### src/hw/rtl/ebwa_pkg.sv
// shared constants and types for the event burst window alarm
package ebwa_pkg;

  localparam int MAX_EVENTS_DEFAULT = 16;
  localparam int TIME_BITS_DEFAULT  = 48;

  localparam int COUNT_W    = 5;
  localparam int CFG_ADDR_W = 2;

  localparam logic [COUNT_W-1:0] EVENT_COUNT_RESET    = 5'd8;
  localparam logic [63:0]        TIME_THRESHOLD_RESET = 64'd300000000;

  typedef enum logic [CFG_ADDR_W-1:0] {
    REG_EVENT_COUNT    = 2'd0,
    REG_TIME_THRESHOLD = 2'd1
  } cfg_reg_t;

endpackage

### src/hw/rtl/ebwa_event_if.sv
// event request channel: valid, ready and the event timestamp
interface ebwa_event_if #(
  parameter int TIME_BITS = ebwa_pkg::TIME_BITS_DEFAULT
);
  logic                 valid;
  logic                 ready;
  logic [TIME_BITS-1:0] event_time;

  modport source (output valid, output event_time, input ready);
  modport sink   (input valid, input event_time, output ready);
endinterface

### src/hw/rtl/ebwa_alarm_if.sv
// result channel: valid, ready, alarm flag and oldest timestamp
interface ebwa_alarm_if #(
  parameter int TIME_BITS = ebwa_pkg::TIME_BITS_DEFAULT
);
  logic                 valid;
  logic                 ready;
  logic                 alarm;
  logic [TIME_BITS-1:0] oldest_time;

  modport source (output valid, output alarm, output oldest_time, input ready);
  modport sink   (input valid, input alarm, input oldest_time, output ready);
endinterface

### src/hw/rtl/ebwa_ram.sv
// generic single write port ram with registered read
module ebwa_ram #(
  parameter int WIDTH = 48,
  parameter int DEPTH = 16,
  parameter int ADDR_W = (DEPTH > 1) ? $clog2(DEPTH) : 1
) (
  input  logic              clk,
  input  logic              we,
  input  logic [ADDR_W-1:0] waddr,
  input  logic [WIDTH-1:0]  wdata,
  input  logic              re,
  input  logic [ADDR_W-1:0] raddr,
  output logic [WIDTH-1:0]  rdata
);

  logic [WIDTH-1:0] mem [DEPTH];

  always_ff @(posedge clk) begin
    if (we) begin
      mem[waddr] <= wdata;
    end
    if (re) begin
      rdata <= mem[raddr];
    end
  end

endmodule

### src/hw/rtl/event_burst_window_alarm_top.sv
// top level of the sliding window event rate alarm
//
// channel   dir  kind             payload
// events    in   valid/ready      event_time
// alarms    out  valid/ready      alarm, oldest_time
// cfg       in   write only       cfg_write, cfg_index, cfg_data
//
// accepts one event per cycle while the result channel is not stalled; a result passes
// through the ring read register, then the result register
// the per-cycle limit is the single ring read port plus the holdoff register loop
// synchronous reset clears control state and the ring valid bits, no clearing pass
// a stalled result holds the pipeline; events.ready drops only when both stages are full
module event_burst_window_alarm_top #(
  parameter int MAX_EVENTS = ebwa_pkg::MAX_EVENTS_DEFAULT,
  parameter int TIME_BITS  = ebwa_pkg::TIME_BITS_DEFAULT
) (
  input  logic                            clk,
  input  logic                            rst,
  ebwa_event_if.sink                      events,
  ebwa_alarm_if.source                    alarms,
  input  logic                            cfg_write,
  input  logic [ebwa_pkg::CFG_ADDR_W-1:0] cfg_index,
  input  logic [TIME_BITS-1:0]            cfg_data
);

  localparam int IDX_W = (MAX_EVENTS > 1) ? $clog2(MAX_EVENTS) : 1;
  localparam int CNT_W = $clog2(MAX_EVENTS + 1);

  logic [ebwa_pkg::COUNT_W-1:0] event_count;
  logic [TIME_BITS-1:0]         time_threshold;
  logic [TIME_BITS-1:0]         last_alarm_time;
  logic [IDX_W-1:0]             write_index;
  logic [MAX_EVENTS-1:0]        ring_vld;

  logic                 s1_valid;
  logic [TIME_BITS-1:0] s1_now;
  logic                 s1_en;
  logic                 s1_same;
  logic                 s1_vld;
  logic [TIME_BITS-1:0] ring_rdata;

  logic                 out_valid;
  logic                 out_alarm;
  logic [TIME_BITS-1:0] out_oldest;

  logic [CNT_W-1:0] count_eff;
  logic [CNT_W-1:0] count_new_eff;
  logic [IDX_W-1:0] idx;
  logic [IDX_W:0]   idx_inc;
  logic [IDX_W-1:0] nxt;
  logic             enabled;
  logic             out_free;
  logic             in_ready;
  logic             accept;
  logic             s1_move;
  logic             count_change;

  logic [TIME_BITS-1:0] oldest;
  logic [TIME_BITS-1:0] half;
  logic [TIME_BITS-1:0] dh;
  logic [TIME_BITS-1:0] dw;
  logic                 hold_ok;
  logic                 win_ok;
  logic                 fire;

  // effective counts saturate at the ring depth
  always_comb begin
    if (32'(event_count) > 32'(MAX_EVENTS)) begin
      count_eff = CNT_W'(MAX_EVENTS);
    end else begin
      count_eff = CNT_W'(event_count);
    end
    if (32'(cfg_data[ebwa_pkg::COUNT_W-1:0]) > 32'(MAX_EVENTS)) begin
      count_new_eff = CNT_W'(MAX_EVENTS);
    end else begin
      count_new_eff = CNT_W'(cfg_data[ebwa_pkg::COUNT_W-1:0]);
    end
  end

  assign count_change = cfg_write && (cfg_index == ebwa_pkg::REG_EVENT_COUNT)
                        && (count_new_eff != count_eff);

  always_comb begin
    enabled = (count_eff != '0);
    if (32'(write_index) >= 32'(count_eff)) begin
      idx = '0;
    end else begin
      idx = write_index;
    end
    idx_inc = {1'b0, idx} + (IDX_W+1)'(1);
    if (32'(idx_inc) >= 32'(count_eff)) begin
      nxt = '0;
    end else begin
      nxt = idx_inc[IDX_W-1:0];
    end
  end

  assign out_free = !out_valid || alarms.ready;
  assign in_ready = !s1_valid || out_free;
  assign accept   = events.valid && in_ready;
  assign s1_move  = s1_valid && out_free;

  assign events.ready      = in_ready;
  assign alarms.valid      = out_valid;
  assign alarms.alarm      = out_alarm;
  assign alarms.oldest_time = out_oldest;

  ebwa_ram #(
    .WIDTH (TIME_BITS),
    .DEPTH (MAX_EVENTS),
    .ADDR_W(IDX_W)
  ) u_ring (
    .clk  (clk),
    .we   (accept && enabled),
    .waddr(idx),
    .wdata(events.event_time),
    .re   (accept),
    .raddr(nxt),
    .rdata(ring_rdata)
  );

  // decision stage
  always_comb begin
    if (s1_same) begin
      oldest = s1_now;
    end else if (s1_vld) begin
      oldest = ring_rdata;
    end else begin
      oldest = '0;
    end
    half    = time_threshold >> 1;
    dh      = s1_now - last_alarm_time;
    dw      = s1_now - oldest;
    hold_ok = !dh[TIME_BITS-1] && (dh > half);
    win_ok  = dw[TIME_BITS-1] || (dw <= time_threshold);
    fire    = s1_en && hold_ok && win_ok;
  end

  // configuration and ring bookkeeping
  always_ff @(posedge clk) begin
    if (rst) begin
      event_count    <= ebwa_pkg::EVENT_COUNT_RESET;
      time_threshold <= TIME_BITS'(ebwa_pkg::TIME_THRESHOLD_RESET);
      write_index    <= '0;
      ring_vld       <= '0;
    end else begin
      if (cfg_write && (cfg_index == ebwa_pkg::REG_EVENT_COUNT)) begin
        event_count <= cfg_data[ebwa_pkg::COUNT_W-1:0];
      end
      if (cfg_write && (cfg_index == ebwa_pkg::REG_TIME_THRESHOLD)) begin
        time_threshold <= cfg_data;
      end
      if (count_change) begin
        write_index <= '0;
        ring_vld    <= '0;
      end else if (accept && enabled) begin
        write_index   <= nxt;
        ring_vld[idx] <= 1'b1;
      end
    end
  end

  // ring read stage
  always_ff @(posedge clk) begin
    if (rst) begin
      s1_valid <= 1'b0;
    end else if (accept) begin
      s1_valid <= 1'b1;
    end else if (s1_move) begin
      s1_valid <= 1'b0;
    end
  end

  always_ff @(posedge clk) begin
    if (accept) begin
      s1_now  <= events.event_time;
      s1_en   <= enabled;
      s1_same <= (nxt == idx);
      s1_vld  <= ring_vld[nxt];
    end
  end

  // result register and holdoff time
  always_ff @(posedge clk) begin
    if (rst) begin
      out_valid       <= 1'b0;
      last_alarm_time <= '0;
    end else begin
      if (s1_move) begin
        out_valid <= 1'b1;
        if (fire) begin
          last_alarm_time <= s1_now;
        end
      end else if (alarms.ready) begin
        out_valid <= 1'b0;
      end
    end
  end

  always_ff @(posedge clk) begin
    if (s1_move) begin
      out_alarm  <= fire;
      out_oldest <= fire ? oldest : '0;
    end
  end

  // index stays inside the active ring
  assert property (@(posedge clk) disable iff (rst)
    (accept && enabled && !cfg_write) |=> (32'(write_index) < 32'(count_eff)))
    else $error("write index outside active ring");

  // disabled events report nothing and leave the holdoff time alone
  assert property (@(posedge clk) disable iff (rst)
    (s1_move && !s1_en) |=>
      (alarms.valid && !alarms.alarm && (last_alarm_time == $past(last_alarm_time))))
    else $error("disabled event changed state or raised alarm");

  // a raised alarm always records its event time
  assert property (@(posedge clk) disable iff (rst)
    (s1_move && fire) |=> (alarms.alarm && (last_alarm_time == $past(s1_now))))
    else $error("alarm without holdoff update");

endmodule

### src/flat_wrapper.sv
// flat-port wrapper written by rule: the top's interface ports become plain ports
module event_burst_window_alarm_top_flat 
#(
  parameter int MAX_EVENTS = ebwa_pkg::MAX_EVENTS_DEFAULT,
  parameter int TIME_BITS  = ebwa_pkg::TIME_BITS_DEFAULT
)
  (clk, rst, cfg_write, cfg_index, cfg_data, events_valid, events_event_time, events_ready, alarms_valid, alarms_alarm, alarms_oldest_time, alarms_ready);
  ebwa_event_if #(.TIME_BITS(TIME_BITS)) events_i ();
  ebwa_alarm_if #(.TIME_BITS(TIME_BITS)) alarms_i ();
  input  logic clk;
  input  logic rst;
  input  logic cfg_write;
  input  logic [ebwa_pkg::CFG_ADDR_W-1:0] cfg_index;
  input  logic [TIME_BITS-1:0] cfg_data;
  input wire logic [$bits(events_i.valid)-1:0] events_valid;
  input wire logic [$bits(events_i.event_time)-1:0] events_event_time;
  output wire logic [$bits(events_i.ready)-1:0] events_ready;
  output wire logic [$bits(alarms_i.valid)-1:0] alarms_valid;
  output wire logic [$bits(alarms_i.alarm)-1:0] alarms_alarm;
  output wire logic [$bits(alarms_i.oldest_time)-1:0] alarms_oldest_time;
  input wire logic [$bits(alarms_i.ready)-1:0] alarms_ready;
  assign events_i.valid = events_valid;
  assign events_i.event_time = events_event_time;
  assign events_ready = events_i.ready;
  assign alarms_valid = alarms_i.valid;
  assign alarms_alarm = alarms_i.alarm;
  assign alarms_oldest_time = alarms_i.oldest_time;
  assign alarms_i.ready = alarms_ready;
  event_burst_window_alarm_top #(.MAX_EVENTS(MAX_EVENTS), .TIME_BITS(TIME_BITS)) u_core (.clk(clk), .rst(rst), .events(events_i), .alarms(alarms_i), .cfg_write(cfg_write), .cfg_index(cfg_index), .cfg_data(cfg_data));
endmodule
### config.mk
export PLATFORM = sky130hd
export DESIGN_NAME = event_burst_window_alarm_top_flat
export DESIGN_NICKNAME = d
export VERILOG_FILES = /design/src/hw/rtl/ebwa_pkg.sv /design/src/hw/rtl/ebwa_event_if.sv /design/src/hw/rtl/ebwa_alarm_if.sv /design/src/hw/rtl/ebwa_ram.sv /design/src/hw/rtl/event_burst_window_alarm_top.sv /design/src/flat_wrapper.sv
export SDC_FILE = /design/constraint.sdc
export NUM_CORES = 2
export LEC_CHECK = 0
export ABC_AREA = 1
export BUFFER_PORTS_ARGS = -buffer_cell sky130_fd_sc_hd__clkbuf_2
export CORE_ASPECT_RATIO = 0.75
export CORE_MARGIN = 3
export CORE_UTILIZATION = 53
export DETAILED_ROUTE_END_ITERATION = 10
export GPL_ROUTABILITY_DRIVEN = 0
export PLACE_DENSITY_LB_ADDON = 0.1
export SYNTH_ARGS = -nofsm -noshare
export SYNTH_HDL_FRONTEND = slang
export SYNTH_SLANG_ARGS = --single-unit
### constraint.sdc
create_clock -name clk -period 9.9 [get_ports clk]
set_input_delay 2.475 -clock clk [delete_from_list [all_inputs] [get_ports clk]]
set_output_delay 2.475 -clock clk [all_outputs]
set_load 0.05 [all_outputs]
==> reports/qor.csv <==
stage,metric,value,unit
outcome,status,"finished, final reports clean",
cts,clk_pin_slew,0.06,ns
global_route,grt_max_degree,182,
synth,yosysWarnings,0,
sta,worst_slack,1.871,ns
cts,cts_tree,done,
synth,synth_top_cell_by_area,edfxtp_1,
floorplan,fp.dieW,350.8,µm
synth,synthTopCellsByCount,"edfxtp_1 (916), nor2_1 (728), o21ai_0 (567)",
drt,drt-initial-drc-count,4540,
synth,syn_avg_cell_area,11.01,µm²
critical_path,cp_top_family,simple AND/OR/NAND/NOR gates,
sta,totalNegativeSetupSlack,0,ns
sta,worst_pin_slew,1.240,ns
sta,slew_headroom,17.15,%
drt,ant_nets,0,
placement,io_buffers,153,
critical_path,timing.critical_path.arrival,8.58,ns
synth,synth_ff_type,edfxtp_1,
cts,htreeDepth,3,
power,power.leakage,18.88,nW
floorplan,fp.dieH,264.6,µm
sta,final_hold_viol_count,0,
synth,netlist_area,0.04727,mm²
job,drv_cap,0,
global_route,grt_pass1_vias,31230,
drt,via_count,34330,
critical_path,path_buf_inv,3,
global_route,grtUsageTotal,29.76,%
synth,synthTopCellsByArea,"edfxtp_1 (58%), o21ai_0 (6.0%), nor2_1 (5.8%)",
synth,async_reset_ff_share,0,%
synth,yosysSeqAreaShare,63.41,%
drt,routed_wl,141400,µm
sta,rsz0062_at_grt,false,
placement,dp_hpwl,86630,µm
cts,postCtsSetupRepairBufs,0,
min_path,hold_class,reg2reg,
critical_path,slowest_delay,0.97,ns
critical_path,setup.worst_path.class,reg2reg,
synth,synth_most_common_cell,edfxtp_1,
cts,cts_resized,0,
cts,clkSinkCount,1039,
floorplan,core_area,0.08809,mm²
drt,wl_per_cell,25.17,µm
floorplan,start_util,53.65,%
floorplan,rows,94,
placement,dpl_worst_slack,2.280,ns
critical_path,cp_common_cell,nand2_1,
critical_path,end_kind,flop,
synth,syn-num-nets,4596,
sta,min_period,8.029,ns
critical_path,start_kind,flop,
floorplan,ioPinCount,154,
sta,maxSlewViolCount,0,
drt,viasPerCell,6.113,
synth,ys_types,52,
drt,drc,0,
critical_path,cp_max_fo,51,
global_route,antenna_found_initial,10,
sta,period_share,81.10,%
critical_path,slowest_stage,nor2_4,
drt,dr.pass1.iters,8,
power,p_per_area,240.0,mW/mm²
global_route,grt_pass1_wl,206400,µm
synth,ys_ff_latch,1039,
cts,cts_max_path_buffers,3,
sta,setup_viol,0,
final_layout,layout.nets,4684,
synth,syn_inst,4292,
global_route,overflow,0,
sta,clock_skew,0.03588,ns
final_layout,area_delta_synth_final,11.15,%
floorplan,floorplan.die_area,0.09284,mm²
sta,fmax,124.6,MHz
cts,clock_latency,0.68,ns
cts,hold_buffers,0,
cts,numCtsBuffers,97,
synth,synth-edff-count,916,
power,ir_drop,0.1623,mV
critical_path,cp.required,10.45,ns
final_layout,drive_above_1_share,9.592,%
cts,cts-root-buf,clkbuf_16,
synth,synth_top_area_share,58.20,%
[layout by cell type, fill, tap and decap left out, types with 12 or more instances in the layout]
| master | synthesis | layout |
|---|---|---|
| o22ai_1 | 99 | 99 |
| ha_1 | 200 | 200 |
| clkinv_2 | 0 | 18 |
| clkbuf_1 | 145 | 21 |
| o21ai_1 | 19 | 20 |
| inv_1 | 255 | 252 |
| a22oi_1 | 50 | 50 |
| o21a_1 | 13 | 13 |
| clkbuf_2 | 0 | 153 |
| a31oi_1 | 17 | 17 |
| o211ai_1 | 44 | 44 |
| edfxtp_1 | 916 | 916 |
| xnor2_1 | 32 | 32 |
| nand4_1 | 19 | 19 |
| o21ai_0 | 567 | 566 |
| nor2_2 | 42 | 42 |
| nor4_1 | 12 | 12 |
| nand2_1 | 398 | 397 |
| nor2_1 | 728 | 711 |
| dfxtp_1 | 123 | 123 |
| bufinv_16 | 0 | 16 |
| nor2_4 | 1 | 18 |
| o221ai_1 | 101 | 101 |
| nand3_1 | 85 | 83 |
| nor3_1 | 17 | 17 |
| a21oi_1 | 227 | 226 |
| xor2_1 | 59 | 59 |
| clkinv_1 | 1 | 13 |
| buf_4 | 5 | 38 |
| clkbuf_16 | 0 | 101 |
[layout make-up]
| type | instances | area (µm²) |
|---|---|---|
| Clock buffer | 125 | 2648 |
| Antenna cell | 3 | 7.507 |
| Inverter | 262 | 1006 |
| Clock inverter | 56 | 725.7 |
| Tap cell | 1152 | 1441 |
| Sequential cell | 1039 | 29970 |
| Fill cell | 7291 | 35560 |
| Multi-Input combinational cell | 2785 | 15610 |
| Timing Repair Buffer | 195 | 1131 |
[worst min-delay path: stages (launching register included)]
cell and delay (ns):
dfxtp_1 0.32, nor2_1 0.04, nor2_1 0.08
[power breakdown]
| part | total (mW) | internal (mW) | switching [mW] |
|---|---|---|---|
| combinational | 3.50 | 1.03 | 2.47 |
| clock | 3.96 | 2.32 | 1.65 |
| sequential | 5.15 | 5.02 | 0.130 |
| total | 12.6 | 8.36 | 4.24 |
[state kept, by name (all words and copies together), names as in the netlist, 4 cells and up]
| register | cells |
|---|---|
| u_core.time_threshold | 48 |
| u_core.last_alarm_time | 48 |
| u_core.u_ring.rdata | 48 |
| u_core.write_index | 4 |
| u_core.alarms.oldest_time | 48 |
| u_core.ring_vld | 16 |
| u_core.u_ring.mem | 768 |
| u_core.event_count | 5 |
| u_core.s1_now | 48 |
[cell families after synthesis]
kind of cell / count (synthesis) / synth area share, %
adders and majority gates: 201 / 5.337
AOI/OAI and AO/OA: 1170 / 14.26
DFF: 1039 / 63.41
buffers and inverters: 468 / 3.960
xor gates and xnor gates: 91 / 1.686
and+or+nand+nor: 1323 / 11.35
[per-stage QoR]
stage          cell area, µm²  util (%)  power [mW]  hold WS, ns  std cells
2_1_floorplan           47270         -       7.494       0.4451       4292
3_3_place_gp            49160     55.80       8.625       0.4577       5433
3_5_place_dp            49160     55.80       8.641       0.4694       5433
4_1_cts                 52530     59.63       12.58       0.4843       5614
5_1_grt                 52530     59.63       13.17       0.5060       5615
6_report                52540     59.64       12.61       0.4822       5617
[path summary, 6_finish.rpt]
kind / from / to / slack [ns] / depth (start not counted)
worst max-delay path: u_core.s1_same / u_core.last_alarm_time[6] / 1.87 / 31
worst min-delay path: u_core.ring_vld[1] / u_core.ring_vld[1] / 0.48 / 2
worst max register to register: u_core.s1_same / u_core.last_alarm_time[6] / 1.87 / 31
worst min register to register: u_core.ring_vld[1] / u_core.ring_vld[1] / 0.48 / 2
[routing by layer]
metal	share of wire (%)	GRT usage [%]	vias up
met5	0.078	0	-
met4	2.6	7.703	16
met2	43	42.90	1740
li1	-	-	15670
met1	44	45.72	16700
met3	11	6.555	205
Power figures use the tool's default switching activity.
